==> config.mk <==
export PLATFORM = sky130hd
export DESIGN_NAME = coap_message_parser_core
export DESIGN_NICKNAME = d
export VERILOG_FILES = /design/src/rtl/coapmp_pkg.sv /design/src/rtl/coap_message_parser_core.sv
export SDC_FILE = /design/constraint.sdc
export NUM_CORES = 1
export LEC_CHECK = 0
export ABC_AREA = 1
export CORE_MARGIN = 5
export CORE_UTILIZATION = 30
export DETAILED_ROUTE_END_ITERATION = 16
export DONT_BUFFER_PORTS = 1
export REMOVE_ABC_BUFFERS = 1
export SKIP_LAST_GASP = 1
export SLEW_MARGIN = 20
export SYNTH_ARGS = -nofsm -noshare
export SYNTH_HDL_FRONTEND = slang
export SYNTH_SLANG_ARGS = --single-unit
export TNS_END_PERCENT = 1
==> constraint.sdc <==
create_clock -name i_clk -period 4.42 [get_ports i_clk]
set_input_delay 0.884 -clock i_clk [delete_from_list [all_inputs] [get_ports i_clk]]
set_output_delay 0.884 -clock i_clk [all_outputs]
set_load 0.005 [all_outputs]
==> src/rtl/coapmp_pkg.sv <==
// Shared types and constants of the CoAP message parser.
`timescale 1ns / 1ps

package coapmp_pkg;

    // Parse phase of the current datagram
    typedef enum logic [2:0] {
        PH_HEADER  = 3'd0,
        PH_TOKEN   = 3'd1,
        PH_DEXT    = 3'd2,
        PH_LEXT    = 3'd3,
        PH_OPTHDR  = 3'd4,
        PH_VALUE   = 3'd5,
        PH_PAYLOAD = 3'd6,
        PH_ERROR   = 3'd7
    } t_phase;

    // Byte classes reported per item
    localparam logic [2:0] KIND_HEADER  = 3'd0;
    localparam logic [2:0] KIND_TOKEN   = 3'd1;
    localparam logic [2:0] KIND_OPTHDR  = 3'd2;
    localparam logic [2:0] KIND_VALUE   = 3'd3;
    localparam logic [2:0] KIND_MARKER  = 3'd4;
    localparam logic [2:0] KIND_PAYLOAD = 3'd5;
    localparam logic [2:0] KIND_SKIPPED = 3'd6;
    localparam logic [2:0] KIND_ERROR   = 3'd7;

    // Status codes
    localparam logic [2:0] ST_OK         = 3'd0;
    localparam logic [2:0] ST_SHORT_HDR  = 3'd1;
    localparam logic [2:0] ST_SHORT_TOK  = 3'd2;
    localparam logic [2:0] ST_SHORT_OPT  = 3'd3;
    localparam logic [2:0] ST_RESERVED   = 3'd4;
    localparam logic [2:0] ST_NUM_OVFL   = 3'd5;

    // Option field encoding
    localparam logic [7:0]  PAYLOAD_MARKER  = 8'hFF;
    localparam logic [3:0]  NIB_EXT8        = 4'd13;
    localparam logic [3:0]  NIB_RESERVED    = 4'd15;
    localparam logic [16:0] EXT8_OFFSET     = 17'd13;
    localparam logic [16:0] EXT16_OFFSET    = 17'd269;
    localparam logic [1:0]  LAST_HDR_BYTE   = 2'd3;

    // Option count limit
    localparam int unsigned LIMIT_W          = 6;
    localparam logic [LIMIT_W-1:0] MAX_OPTIONS   = 6'd32;
    localparam logic [LIMIT_W-1:0] LIMIT_RESET   = 6'd32;

    // Register map (word index taken from paddr[2])
    localparam logic REG_OPTION_LIMIT = 1'b0;

endpackage

==> src/rtl/coap_message_parser_core.sv <==
// Byte-serial CoAP (RFC 7252) message parser with one registered result per byte.
//
//  channel | direction | handshake              | payload
//  --------+-----------+------------------------+---------------------------------------
//  input   | in        | i_valid / o_stall      | i_data_byte, i_end_of_datagram
//  result  | out       | o_valid / i_stall      | o_byte_kind .. o_status
//  config  | in        | psel/penable/pready    | paddr, pwdata, prdata (option_limit)
//
//  One byte is taken per cycle while o_stall is low; its result appears in the output register on the next cycle.
//  The parse state and the result register update at the same edge.
//  While a result waits under i_stall, o_stall holds the input; a drained result frees it.
//  Synchronous active-low reset clears the parse state, the result valid and sets limit to 32.
//  The parse state returns to its reset value after each byte flagged end of datagram.
`timescale 1ns / 1ps

module coap_message_parser_core
    import coapmp_pkg::*;
(
    input  logic        i_clk,
    input  logic        i_rst_n,
    // input item channel
    input  logic        i_valid,
    output logic        o_stall,
    input  logic [7:0]  i_data_byte,
    input  logic        i_end_of_datagram,
    // result channel
    output logic        o_valid,
    input  logic        i_stall,
    output logic [2:0]  o_byte_kind,
    output logic [7:0]  o_byte_echo,
    output logic [15:0] o_option_number,
    output logic [16:0] o_option_length,
    output logic        o_option_ready,
    output logic [1:0]  o_version,
    output logic [1:0]  o_msg_type,
    output logic [3:0]  o_token_length,
    output logic [7:0]  o_msg_code,
    output logic [15:0] o_msg_ident,
    output logic        o_last,
    output logic [2:0]  o_status,
    // configuration port
    input  logic        psel,
    input  logic        penable,
    input  logic        pwrite,
    input  logic [2:0]  paddr,
    input  logic [31:0] pwdata,
    output logic [31:0] prdata,
    output logic        pready
);

    // Parse state
    t_phase              r_phase,          n_phase;
    logic [1:0]          r_header_count,   n_header_count;
    logic [3:0]          r_token_left,     n_token_left;
    logic [1:0]          r_ext_left,       n_ext_left;
    logic [16:0]         r_delta_accum,    n_delta_accum;
    logic [16:0]         r_length_accum,   n_length_accum;
    logic [7:0]          r_pending,        n_pending;
    logic [15:0]         r_prev_option,    n_prev_option;
    logic [16:0]         r_value_left,     n_value_left;
    logic [LIMIT_W-1:0]  r_options_seen,   n_options_seen;
    logic [31:0]         r_header_fields,  n_header_fields;
    logic [2:0]          r_error_code,     n_error_code;
    logic                r_value_reported, n_value_reported;

    logic [LIMIT_W-1:0]  r_option_limit;

    // Result register
    logic                r_out_valid;
    logic [2:0]          r_kind;
    logic [7:0]          r_echo;
    logic [15:0]         r_opt_num;
    logic [16:0]         r_opt_len;
    logic                r_opt_ready;
    logic [31:0]         r_hdr;
    logic                r_last;
    logic [2:0]          r_status;

    logic                in_accept;
    logic                cfg_write;
    logic                finish_ok;
    logic [2:0]          kind;
    logic [LIMIT_W-1:0]  eff_limit;

    assign o_stall   = r_out_valid & i_stall;
    assign in_accept = i_valid & ~o_stall;
    assign cfg_write = psel & penable & pwrite & pready;
    assign eff_limit = (r_option_limit < MAX_OPTIONS) ? r_option_limit : MAX_OPTIONS;

    // Next parse state for the incoming byte
    always_comb begin
        logic [3:0]  hi;
        logic [3:0]  lo;
        logic        do_finish;
        logic [16:0] fin_delta;
        logic [16:0] fin_len;
        logic [17:0] fin_num;

        n_phase          = r_phase;
        n_header_count   = r_header_count;
        n_token_left     = r_token_left;
        n_ext_left       = r_ext_left;
        n_delta_accum    = r_delta_accum;
        n_length_accum   = r_length_accum;
        n_pending        = r_pending;
        n_prev_option    = r_prev_option;
        n_value_left     = r_value_left;
        n_options_seen   = r_options_seen;
        n_header_fields  = r_header_fields;
        n_error_code     = r_error_code;
        n_value_reported = r_value_reported;
        do_finish        = 1'b0;
        finish_ok        = 1'b0;
        hi               = i_data_byte[7:4];
        lo               = i_data_byte[3:0];

        case (r_phase)
            PH_HEADER: begin
                case (r_header_count)
                    2'd0:    n_header_fields[31:24] = i_data_byte;
                    2'd1:    n_header_fields[23:16] = i_data_byte;
                    2'd2:    n_header_fields[15:8]  = i_data_byte;
                    default: n_header_fields[7:0]   = i_data_byte;
                endcase
                if (r_header_count == LAST_HDR_BYTE) begin
                    n_header_count = 2'd0;
                    n_token_left   = n_header_fields[27:24];
                    n_phase        = (n_header_fields[27:24] != 4'd0) ? PH_TOKEN : PH_OPTHDR;
                end else begin
                    n_header_count = r_header_count + 2'd1;
                end
            end
            PH_TOKEN: begin
                n_token_left = r_token_left - 4'd1;
                if (n_token_left == 4'd0) begin
                    n_phase = PH_OPTHDR;
                end
            end
            PH_OPTHDR: begin
                if (i_data_byte == PAYLOAD_MARKER) begin
                    n_phase = PH_PAYLOAD;
                end else begin
                    n_pending      = i_data_byte;
                    n_delta_accum  = 17'd0;
                    n_length_accum = 17'd0;
                    if (hi == NIB_RESERVED || lo == NIB_RESERVED) begin
                        if (r_error_code == ST_OK) begin
                            n_error_code = ST_RESERVED;
                        end
                        n_phase = PH_ERROR;
                    end else if (hi >= NIB_EXT8) begin
                        n_ext_left = (hi == NIB_EXT8) ? 2'd1 : 2'd2;
                        n_phase    = PH_DEXT;
                    end else if (lo >= NIB_EXT8) begin
                        n_ext_left = (lo == NIB_EXT8) ? 2'd1 : 2'd2;
                        n_phase    = PH_LEXT;
                    end else begin
                        do_finish = 1'b1;
                    end
                end
            end
            PH_DEXT: begin
                n_delta_accum = {1'b0, r_delta_accum[7:0], i_data_byte};
                n_ext_left    = r_ext_left - 2'd1;
                if (n_ext_left == 2'd0) begin
                    n_delta_accum = n_delta_accum +
                        ((r_pending[7:4] == NIB_EXT8) ? EXT8_OFFSET : EXT16_OFFSET);
                    if (r_pending[3:0] >= NIB_EXT8) begin
                        n_ext_left = (r_pending[3:0] == NIB_EXT8) ? 2'd1 : 2'd2;
                        n_phase    = PH_LEXT;
                    end else begin
                        do_finish = 1'b1;
                    end
                end
            end
            PH_LEXT: begin
                n_length_accum = {1'b0, r_length_accum[7:0], i_data_byte};
                n_ext_left     = r_ext_left - 2'd1;
                if (n_ext_left == 2'd0) begin
                    n_length_accum = n_length_accum +
                        ((r_pending[3:0] == NIB_EXT8) ? EXT8_OFFSET : EXT16_OFFSET);
                    do_finish = 1'b1;
                end
            end
            PH_VALUE: begin
                n_value_left = r_value_left - 17'd1;
                if (n_value_left == 17'd0) begin
                    n_phase = PH_OPTHDR;
                end
            end
            default: begin
            end
        endcase

        // Close the option header: resolve delta and length, advance the number
        fin_delta = (n_pending[7:4] < NIB_EXT8) ? {13'd0, n_pending[7:4]} : n_delta_accum;
        fin_len   = (n_pending[3:0] < NIB_EXT8) ? {13'd0, n_pending[3:0]} : n_length_accum;
        fin_num   = {2'b00, r_prev_option} + {1'b0, fin_delta};
        if (do_finish) begin
            n_delta_accum  = fin_delta;
            n_length_accum = fin_len;
            if (fin_num[17:16] != 2'b00) begin
                if (r_error_code == ST_OK) begin
                    n_error_code = ST_NUM_OVFL;
                end
                n_phase = PH_ERROR;
            end else begin
                finish_ok     = 1'b1;
                n_prev_option = fin_num[15:0];
                n_value_left  = fin_len;
                if (r_options_seen < eff_limit) begin
                    n_options_seen   = r_options_seen + 1'b1;
                    n_value_reported = 1'b1;
                end else begin
                    n_value_reported = 1'b0;
                end
                n_phase = (fin_len != 17'd0) ? PH_VALUE : PH_OPTHDR;
            end
        end

        // Flag truncation on the final byte
        if (i_end_of_datagram && n_error_code == ST_OK) begin
            if (n_phase == PH_HEADER) begin
                n_error_code = ST_SHORT_HDR;
            end else if (n_phase == PH_TOKEN) begin
                n_error_code = ST_SHORT_TOK;
            end else if (n_phase == PH_DEXT || n_phase == PH_LEXT || n_phase == PH_VALUE) begin
                n_error_code = ST_SHORT_OPT;
            end
        end
    end

    // Byte class for the incoming byte
    always_comb begin
        case (r_phase)
            PH_HEADER:  kind = KIND_HEADER;
            PH_TOKEN:   kind = KIND_TOKEN;
            PH_OPTHDR:  kind = (i_data_byte == PAYLOAD_MARKER) ? KIND_MARKER : KIND_OPTHDR;
            PH_DEXT:    kind = KIND_OPTHDR;
            PH_LEXT:    kind = KIND_OPTHDR;
            PH_VALUE:   kind = r_value_reported ? KIND_VALUE : KIND_SKIPPED;
            PH_PAYLOAD: kind = KIND_PAYLOAD;
            default:    kind = KIND_ERROR;
        endcase
    end

    // Advance parse state; clear it after the final byte
    always_ff @(posedge i_clk) begin
        if (!i_rst_n || (in_accept && i_end_of_datagram)) begin
            r_phase          <= PH_HEADER;
            r_header_count   <= 2'd0;
            r_token_left     <= 4'd0;
            r_ext_left       <= 2'd0;
            r_delta_accum    <= 17'd0;
            r_length_accum   <= 17'd0;
            r_pending        <= 8'd0;
            r_prev_option    <= 16'd0;
            r_value_left     <= 17'd0;
            r_options_seen   <= '0;
            r_header_fields  <= 32'd0;
            r_error_code     <= ST_OK;
            r_value_reported <= 1'b0;
        end else if (in_accept) begin
            r_phase          <= n_phase;
            r_header_count   <= n_header_count;
            r_token_left     <= n_token_left;
            r_ext_left       <= n_ext_left;
            r_delta_accum    <= n_delta_accum;
            r_length_accum   <= n_length_accum;
            r_pending        <= n_pending;
            r_prev_option    <= n_prev_option;
            r_value_left     <= n_value_left;
            r_options_seen   <= n_options_seen;
            r_header_fields  <= n_header_fields;
            r_error_code     <= n_error_code;
            r_value_reported <= n_value_reported;
        end
    end

    // Result valid: set on accept, drop when taken
    always_ff @(posedge i_clk) begin
        if (!i_rst_n) begin
            r_out_valid <= 1'b0;
        end else if (in_accept) begin
            r_out_valid <= 1'b1;
        end else if (!i_stall) begin
            r_out_valid <= 1'b0;
        end
    end

    // Load result payload
    always_ff @(posedge i_clk) begin
        if (in_accept) begin
            r_kind      <= kind;
            r_echo      <= i_data_byte;
            r_opt_num   <= n_prev_option;
            r_opt_len   <= n_length_accum;
            r_opt_ready <= finish_ok;
            r_hdr       <= n_header_fields;
            r_last      <= i_end_of_datagram;
            r_status    <= n_error_code;
        end
    end

    // Configuration register write
    always_ff @(posedge i_clk) begin
        if (!i_rst_n) begin
            r_option_limit <= LIMIT_RESET;
        end else if (cfg_write && paddr[2] == REG_OPTION_LIMIT) begin
            r_option_limit <= pwdata[LIMIT_W-1:0];
        end
    end

    assign pready = 1'b1;
    assign prdata = (paddr[2] == REG_OPTION_LIMIT) ?
                    {{(32-LIMIT_W){1'b0}}, r_option_limit} : 32'd0;

    assign o_valid         = r_out_valid;
    assign o_byte_kind     = r_kind;
    assign o_byte_echo     = r_echo;
    assign o_option_number = r_opt_num;
    assign o_option_length = r_opt_len;
    assign o_option_ready  = r_opt_ready;
    assign o_version       = r_hdr[31:30];
    assign o_msg_type      = r_hdr[29:28];
    assign o_token_length  = r_hdr[27:24];
    assign o_msg_code      = r_hdr[23:16];
    assign o_msg_ident     = r_hdr[15:0];
    assign o_last          = r_last;
    assign o_status        = r_status;

endmodule

After elaboration in Yosys (flattened, before gate mapping)
Cells that the tools add are included.
W data, S select, Z words.
- register bits: 216
- output and inout bits: 116
- word-level logic and storage cells: 178
- $add $sub $neg: 8
- $lt $le $gt $ge: 7
- eq/ne operators: 25
- mux-type cells: 80
- bitwise logic cells: 7
- reduce and logical (&&, ||, !) cells: 28
- operators with widths (kind ; count):
    $mux W17 ; 11
    $mux W3 ; 24
    $pmux W17 S2 ; 2
    $mux W8 ; 7
    $add A16 B9 Y17 ; 2
    $mux W16 ; 2
    $mux W32 ; 1
    $eq A4 B4 Y1 const B ; 6
    $mux W2 ; 11
    $add A16 B17 Y18 ; 1
    $mux W9 ; 2
    $pmux W3 S6 ; 1
    $logic_not A17 Y1 ; 1
    $reduce_bool A17 Y1 ; 1
    $sub A17 B1 Y17 const B ; 1
    $pmux W3 S5 ; 1
    $eq A3 B2 Y1 const B ; 4
    $eq A3 B3 Y1 const B ; 4
    $ge A4 B4 Y1 const B ; 3
    $logic_not A3 Y1 ; 4
    $mux W1 ; 12
    $mux W6 ; 2
    $eq A8 B8 Y1 const B ; 1
    $lt A4 B4 Y1 const B ; 2
    other kinds (32) ; 49

Depth between registers and ports, before layout
- depth after elaboration: 17
- depth in mapped cells: 37

Worst setup path before layout
Ideal clock, no wire load.
- path kind: in2reg
- from: in i_stall
- to: reg r_echo[0], in the netlist o_byte_echo[0] (enable)
- setup time: 0.477 ns
- arrival: 3.949 ns
- required time: 3.943 ns
- path slack: -0.006 ns
- stages: 5
- cells stage by stage: nand2_1 inv_1 nor2_1 clkbuf_1 clkbuf_1
- longest elaborated chain between the ends: 3
- RTL lines (what ; line ; source):
    from (decl) ; coap_message_parser_core.sv:28 ; input logic i_stall,
    $and A1 B1 Y1 ; coap_message_parser_core.sv:85 ; assign o_stall = r_out_valid & i_stall;
    named net o_stall ; coap_message_parser_core.sv:23 ; output logic o_stall,
    $not A1 Y1 ; coap_message_parser_core.sv:86 ; assign in_accept = i_valid & ~o_stall;
    $and A1 B1 Y1 ; coap_message_parser_core.sv:86 ;
    named net in_accept ; coap_message_parser_core.sv:79 ; logic in_accept;
    to (signal assigned) ; coap_message_parser_core.sv:295 ; r_echo <= i_data_byte;
    to (decl) ; coap_message_parser_core.sv:71 ; logic [7:0] r_echo;
The timed path passes the listed nets, and every way through them passes these cells.
A chain may end at the register's enable or synchronous reset.

Worst setup path after layout
- from: reg r_phase[0]
- to: reg r_options_seen[5]
- longest elaborated chain between the ends: 8
- elaborated cells between the ends (all ways): 12
- RTL lines (what ; line ; source):
    from (decl) ; coap_message_parser_core.sv:52 ; t_phase r_phase, n_phase;
    from (signal assigned) ; coap_message_parser_core.sv:264 ; r_phase <= n_phase;
    $eq A3 B3 Y1 ; coap_message_parser_core.sv:117 ; case (r_phase)
    $mux W8 ; coap_message_parser_core.sv:117 ;
    $lt A4 B4 Y1 ; coap_message_parser_core.sv:196 ; fin_delta = (n_pending[7:4] < NIB_EXT8) ? {13'd0, n_pending[7:4]} : n_delta_accum;
    $mux W17 ; coap_message_parser_core.sv:196 ;
    $add A16 B17 Y18 ; coap_message_parser_core.sv:198 ; fin_num = {2'b00, r_prev_option} + {1'b0, fin_delta};
    $reduce_bool A2 Y1 ; coap_message_parser_core.sv:202 ; if (fin_num[17:16] != 2'b00) begin
    $not A1 Y1 (no source line) ; n/a ;
    $reduce_and A4 Y1 (no source line) (*) ; n/a ;
    to (signal assigned) ; coap_message_parser_core.sv:273 ; r_options_seen <= n_options_seen;
    to (decl) ; coap_message_parser_core.sv:61 ; logic [LIMIT_W-1:0] r_options_seen, n_options_seen;
Every way passes the cells marked *; elsewhere a longest branch is shown, timed or not.

==> results.yml <==
run_status:
  status: "finished clean"
worst_setup_path:
  rr_startpoint: "r_phase[0]"
  critPathBufInv: 5
  critPathLaunchType: "flip-flop"
  cp-endpoint: "r_options_seen[5]"
  cpLargestDelayFamily: "simple AND/OR/NAND/NOR gates"
  worst_setup_path_end_kind: "flip-flop"
  critPathRequiredTime_ns: 4.85
  critPathMaxStageDelay_ns: 0.38
  critPathLaunch: "r_phase[0]"
  arrival_ns: 4.50
  cp_num_cells: 34
  rr_worst_depth: 34
  r2r_slack_ns: 0.36
  slowest_stage: "fa_1"
  timing.rr.end: "r_options_seen[5]"
  crit_top_cell: "nand2_1"
  critical_path_class: "flip-flop to flip-flop"
  cp_max_fo: 6
floorplanning:
  io_pins: 167
  coreArea_um2: 39820
  num_rows: 73
  dieWidth_um: 210.9
  initial_core_util: 0.3041
  die_area_um2: 44490
  fp.dieH_um: 210.9
place:
  dp_hpwl_um: 23280
  place_congestion: 0.9135
  place_ws_ns: -0.1597
  numPortBuffers: 0
power_and_ir_drop:
  p_per_area_nw_per_um2: 373.5
  totalPowerFinal_mw: 5.246
  irDropWorstVdd_uv: 237.0
  p_leak_nw: 6.113
clock_tree:
  path_clk_slew_ns: 0.06
  clock_sinks: 216
  cts_buffers: 27
  cts.path.max_buffers: 3
  clock_latency_ns: 0.57
  htree_levels: 1
  cts-root-buf: "clkbuf_16"
  cts.hold.buffers_added: 0
  cts_tree: "yes"
synth:
  synth_top_flop_cell: "dfxtp_1"
  ys_warn_count: 0
  async_reset_ff_frac: 0
  syn_area_um2: 12110
  yosys_register_bits: 216
  synth_edf_count: 81
  synth.distinct_cells: 51
  synthTopCellsByArea: "dfxtp_1 22%, edfxtp_1 20%, nand2_1 12%, o21ai_0 8.0%, inv_1 7.2%"
  ys_seq_area_frac: 0.4240
  synthCells: 1639
  synthXorXnorAreaFrac: 0.02531
  muxShareOfSynthArea: 0
  avgSynthCellArea_um2: 7.390
  synth_top_area_frac: 0.2231
  synthAdderAreaFrac: 0.03884
  synth_compound_area_frac: 0.1756
  synth_top_family_by_area: "simple AND/OR/NAND/NOR gates"
  synth-simple-area-share: 0.2186
  synth_top_area_cell: "dfxtp_1"
final_layout:
  multiInputGateArea_um2: 5710
  seq_area_um2: 5137
  area_growth_pct: 15.95
  final_nets: 1775
  drive_above_1_share: 0.1095
  diodes: 0
  fillCellCount: 4193
flow_run:
  maxCapViolCount: 0
drt:
  drc: 0
  first_iter_violations: 789
  drt_pre_antenna_iters: 5
  routed_wl_um: 32690
  routed_via_density: 4.758
  wl_per_cell_um: 14.64
  ant_nets: 0
  vias: 10620
min_path:
  hold_path_class: "primary input to flip-flop"
  holdCritStartpoint: "i_data_byte[4]"
timing:
  setup_viol: 0
  max_freq_mhz: 246.0
  timing.hold.ws_ns: 0.4116
  slew_viol_final: 0
  worst_slew_pin_slew_ns: 1.058
  relSlewSlack: 0.2949
  hold_viol: 0
  finalWorstSetupSlack_ns: 0.3552
  min_period_ns: 4.065
  post-route-period-util: 0.9196
  rsz0062_at_grt: "false"
  clock_skew_ns: 0.03203
global_route:
  grt_start_max_net_pins: 87
  grt_pass1_wl_um: 52760
  grt_pass1_vias: 10100
  overflow: 0
  grt_usage: 0.1428
  antenna_found_initial: 0
## where the power goes
| group | switching [mW] | internal [mW] |
|---|---|---|
| logic | 0.436 | 0.202 |
| clock network | 0.917 | 1.42 |
| registers | 0.0735 | 2.20 |
| total | 1.43 | 3.82 |
## repair_timing
action,in CTS,in global routing
buffers inserted,0,6
gates resized for setup,0,22
endpoints found under the setup margin,0,62
## layer usage
metal | track usage | wire (um) | vias up
li1 | - | - | 5396
met1 | 0.1894 | 14850 | 4898
met2 | 0.2375 | 15020 | 289
met3 | 0.03579 | 2257 | 41
met4 | 0.02996 | 570 | 0
met5 | 0 | 0 | -
## layout make-up
class	count	share of cell area
well taps	525	0.04677
clock buffers	35	0.05239
inverters	247	0.06691
flip-flops and latches	216	0.3658
repair buffers	88	0.04704
clock inverters	15	0.01443
multi-input cells	1107	0.4066
## synthesized netlist by cell type, drive strengths merged (3+ instances only)
| master | instances |
|---|---|
| a211oi | 14 |
| a21oi | 145 |
| a31oi | 5 |
| buf | 42 |
| clkbuf | 52 |
| clkinv | 4 |
| dfxtp | 135 |
| edfxtp | 81 |
| ha | 36 |
| inv | 243 |
| nand2 | 384 |
| nand3 | 72 |
| nand3b | 4 |
| nand4 | 16 |
| nor2 | 118 |
| nor3 | 10 |
| nor4 | 4 |
| o211ai | 19 |
| o21ai | 194 |
| o22ai | 7 |
| or2 | 3 |
| xnor2 | 8 |
| xor2 | 27 |
## flip-flops by register name (all words and copies together), names as in the netlist, 16 cells and up
| name | count |
|---|---|
| o_option_length | 17 |
| o_option_number | 16 |
| r_delta_accum | 17 |
| r_hdr | 32 |
| r_header_fields | 32 |
| r_length_accum | 17 |
| r_prev_option | 16 |
| r_value_left | 17 |
## through the flow
step	utilization	instance area [um2]	TNS [ns]	std cells
finish	0.3526	14040	0	2233
global route	0.3526	14040	0	2233
CTS	0.3501	13940	0	2227
detailed placement	0.3265	13000	-3.438	2177
global placement	0.3265	13000	-2.138	2177
floorplan	-	11720	-1017.97	1570
## logic make-up (layout without fill, tap and decap cells)
family	after synthesis	count (layout)
compound gates	395	395
xor+xnor	35	35
fa+ha+maj	37	37
buf+inv	341	385
flops	216	216
other cells	2	27
simple gates	613	613
## layout by cell type, fill, tap and decap left out, types with 34 or more instances in the layout
| cell | count |
|---|---|
| nand2_1 | 374 |
| inv_1 | 231 |
| o21ai_0 | 187 |
| a21oi_1 | 143 |
| dfxtp_1 | 133 |
| nor2_1 | 106 |
| buf_4 | 88 |
| edfxtp_1 | 81 |
| nand3_1 | 69 |
| ha_1 | 34 |
## worst min path at each step
stage	end	slack, ns	depth (start not counted)
floorplan	r_option_limit[1]	0.44	2
global placement	r_delta_accum[13]	0.45	2
detailed placement	r_delta_accum[9]	0.46	2
CTS	o_byte_echo[4]	0.39	0
global route	o_byte_echo[4]	0.38	0
finish	o_byte_echo[4]	0.41	0
Power figures use the tool's default switching activity.
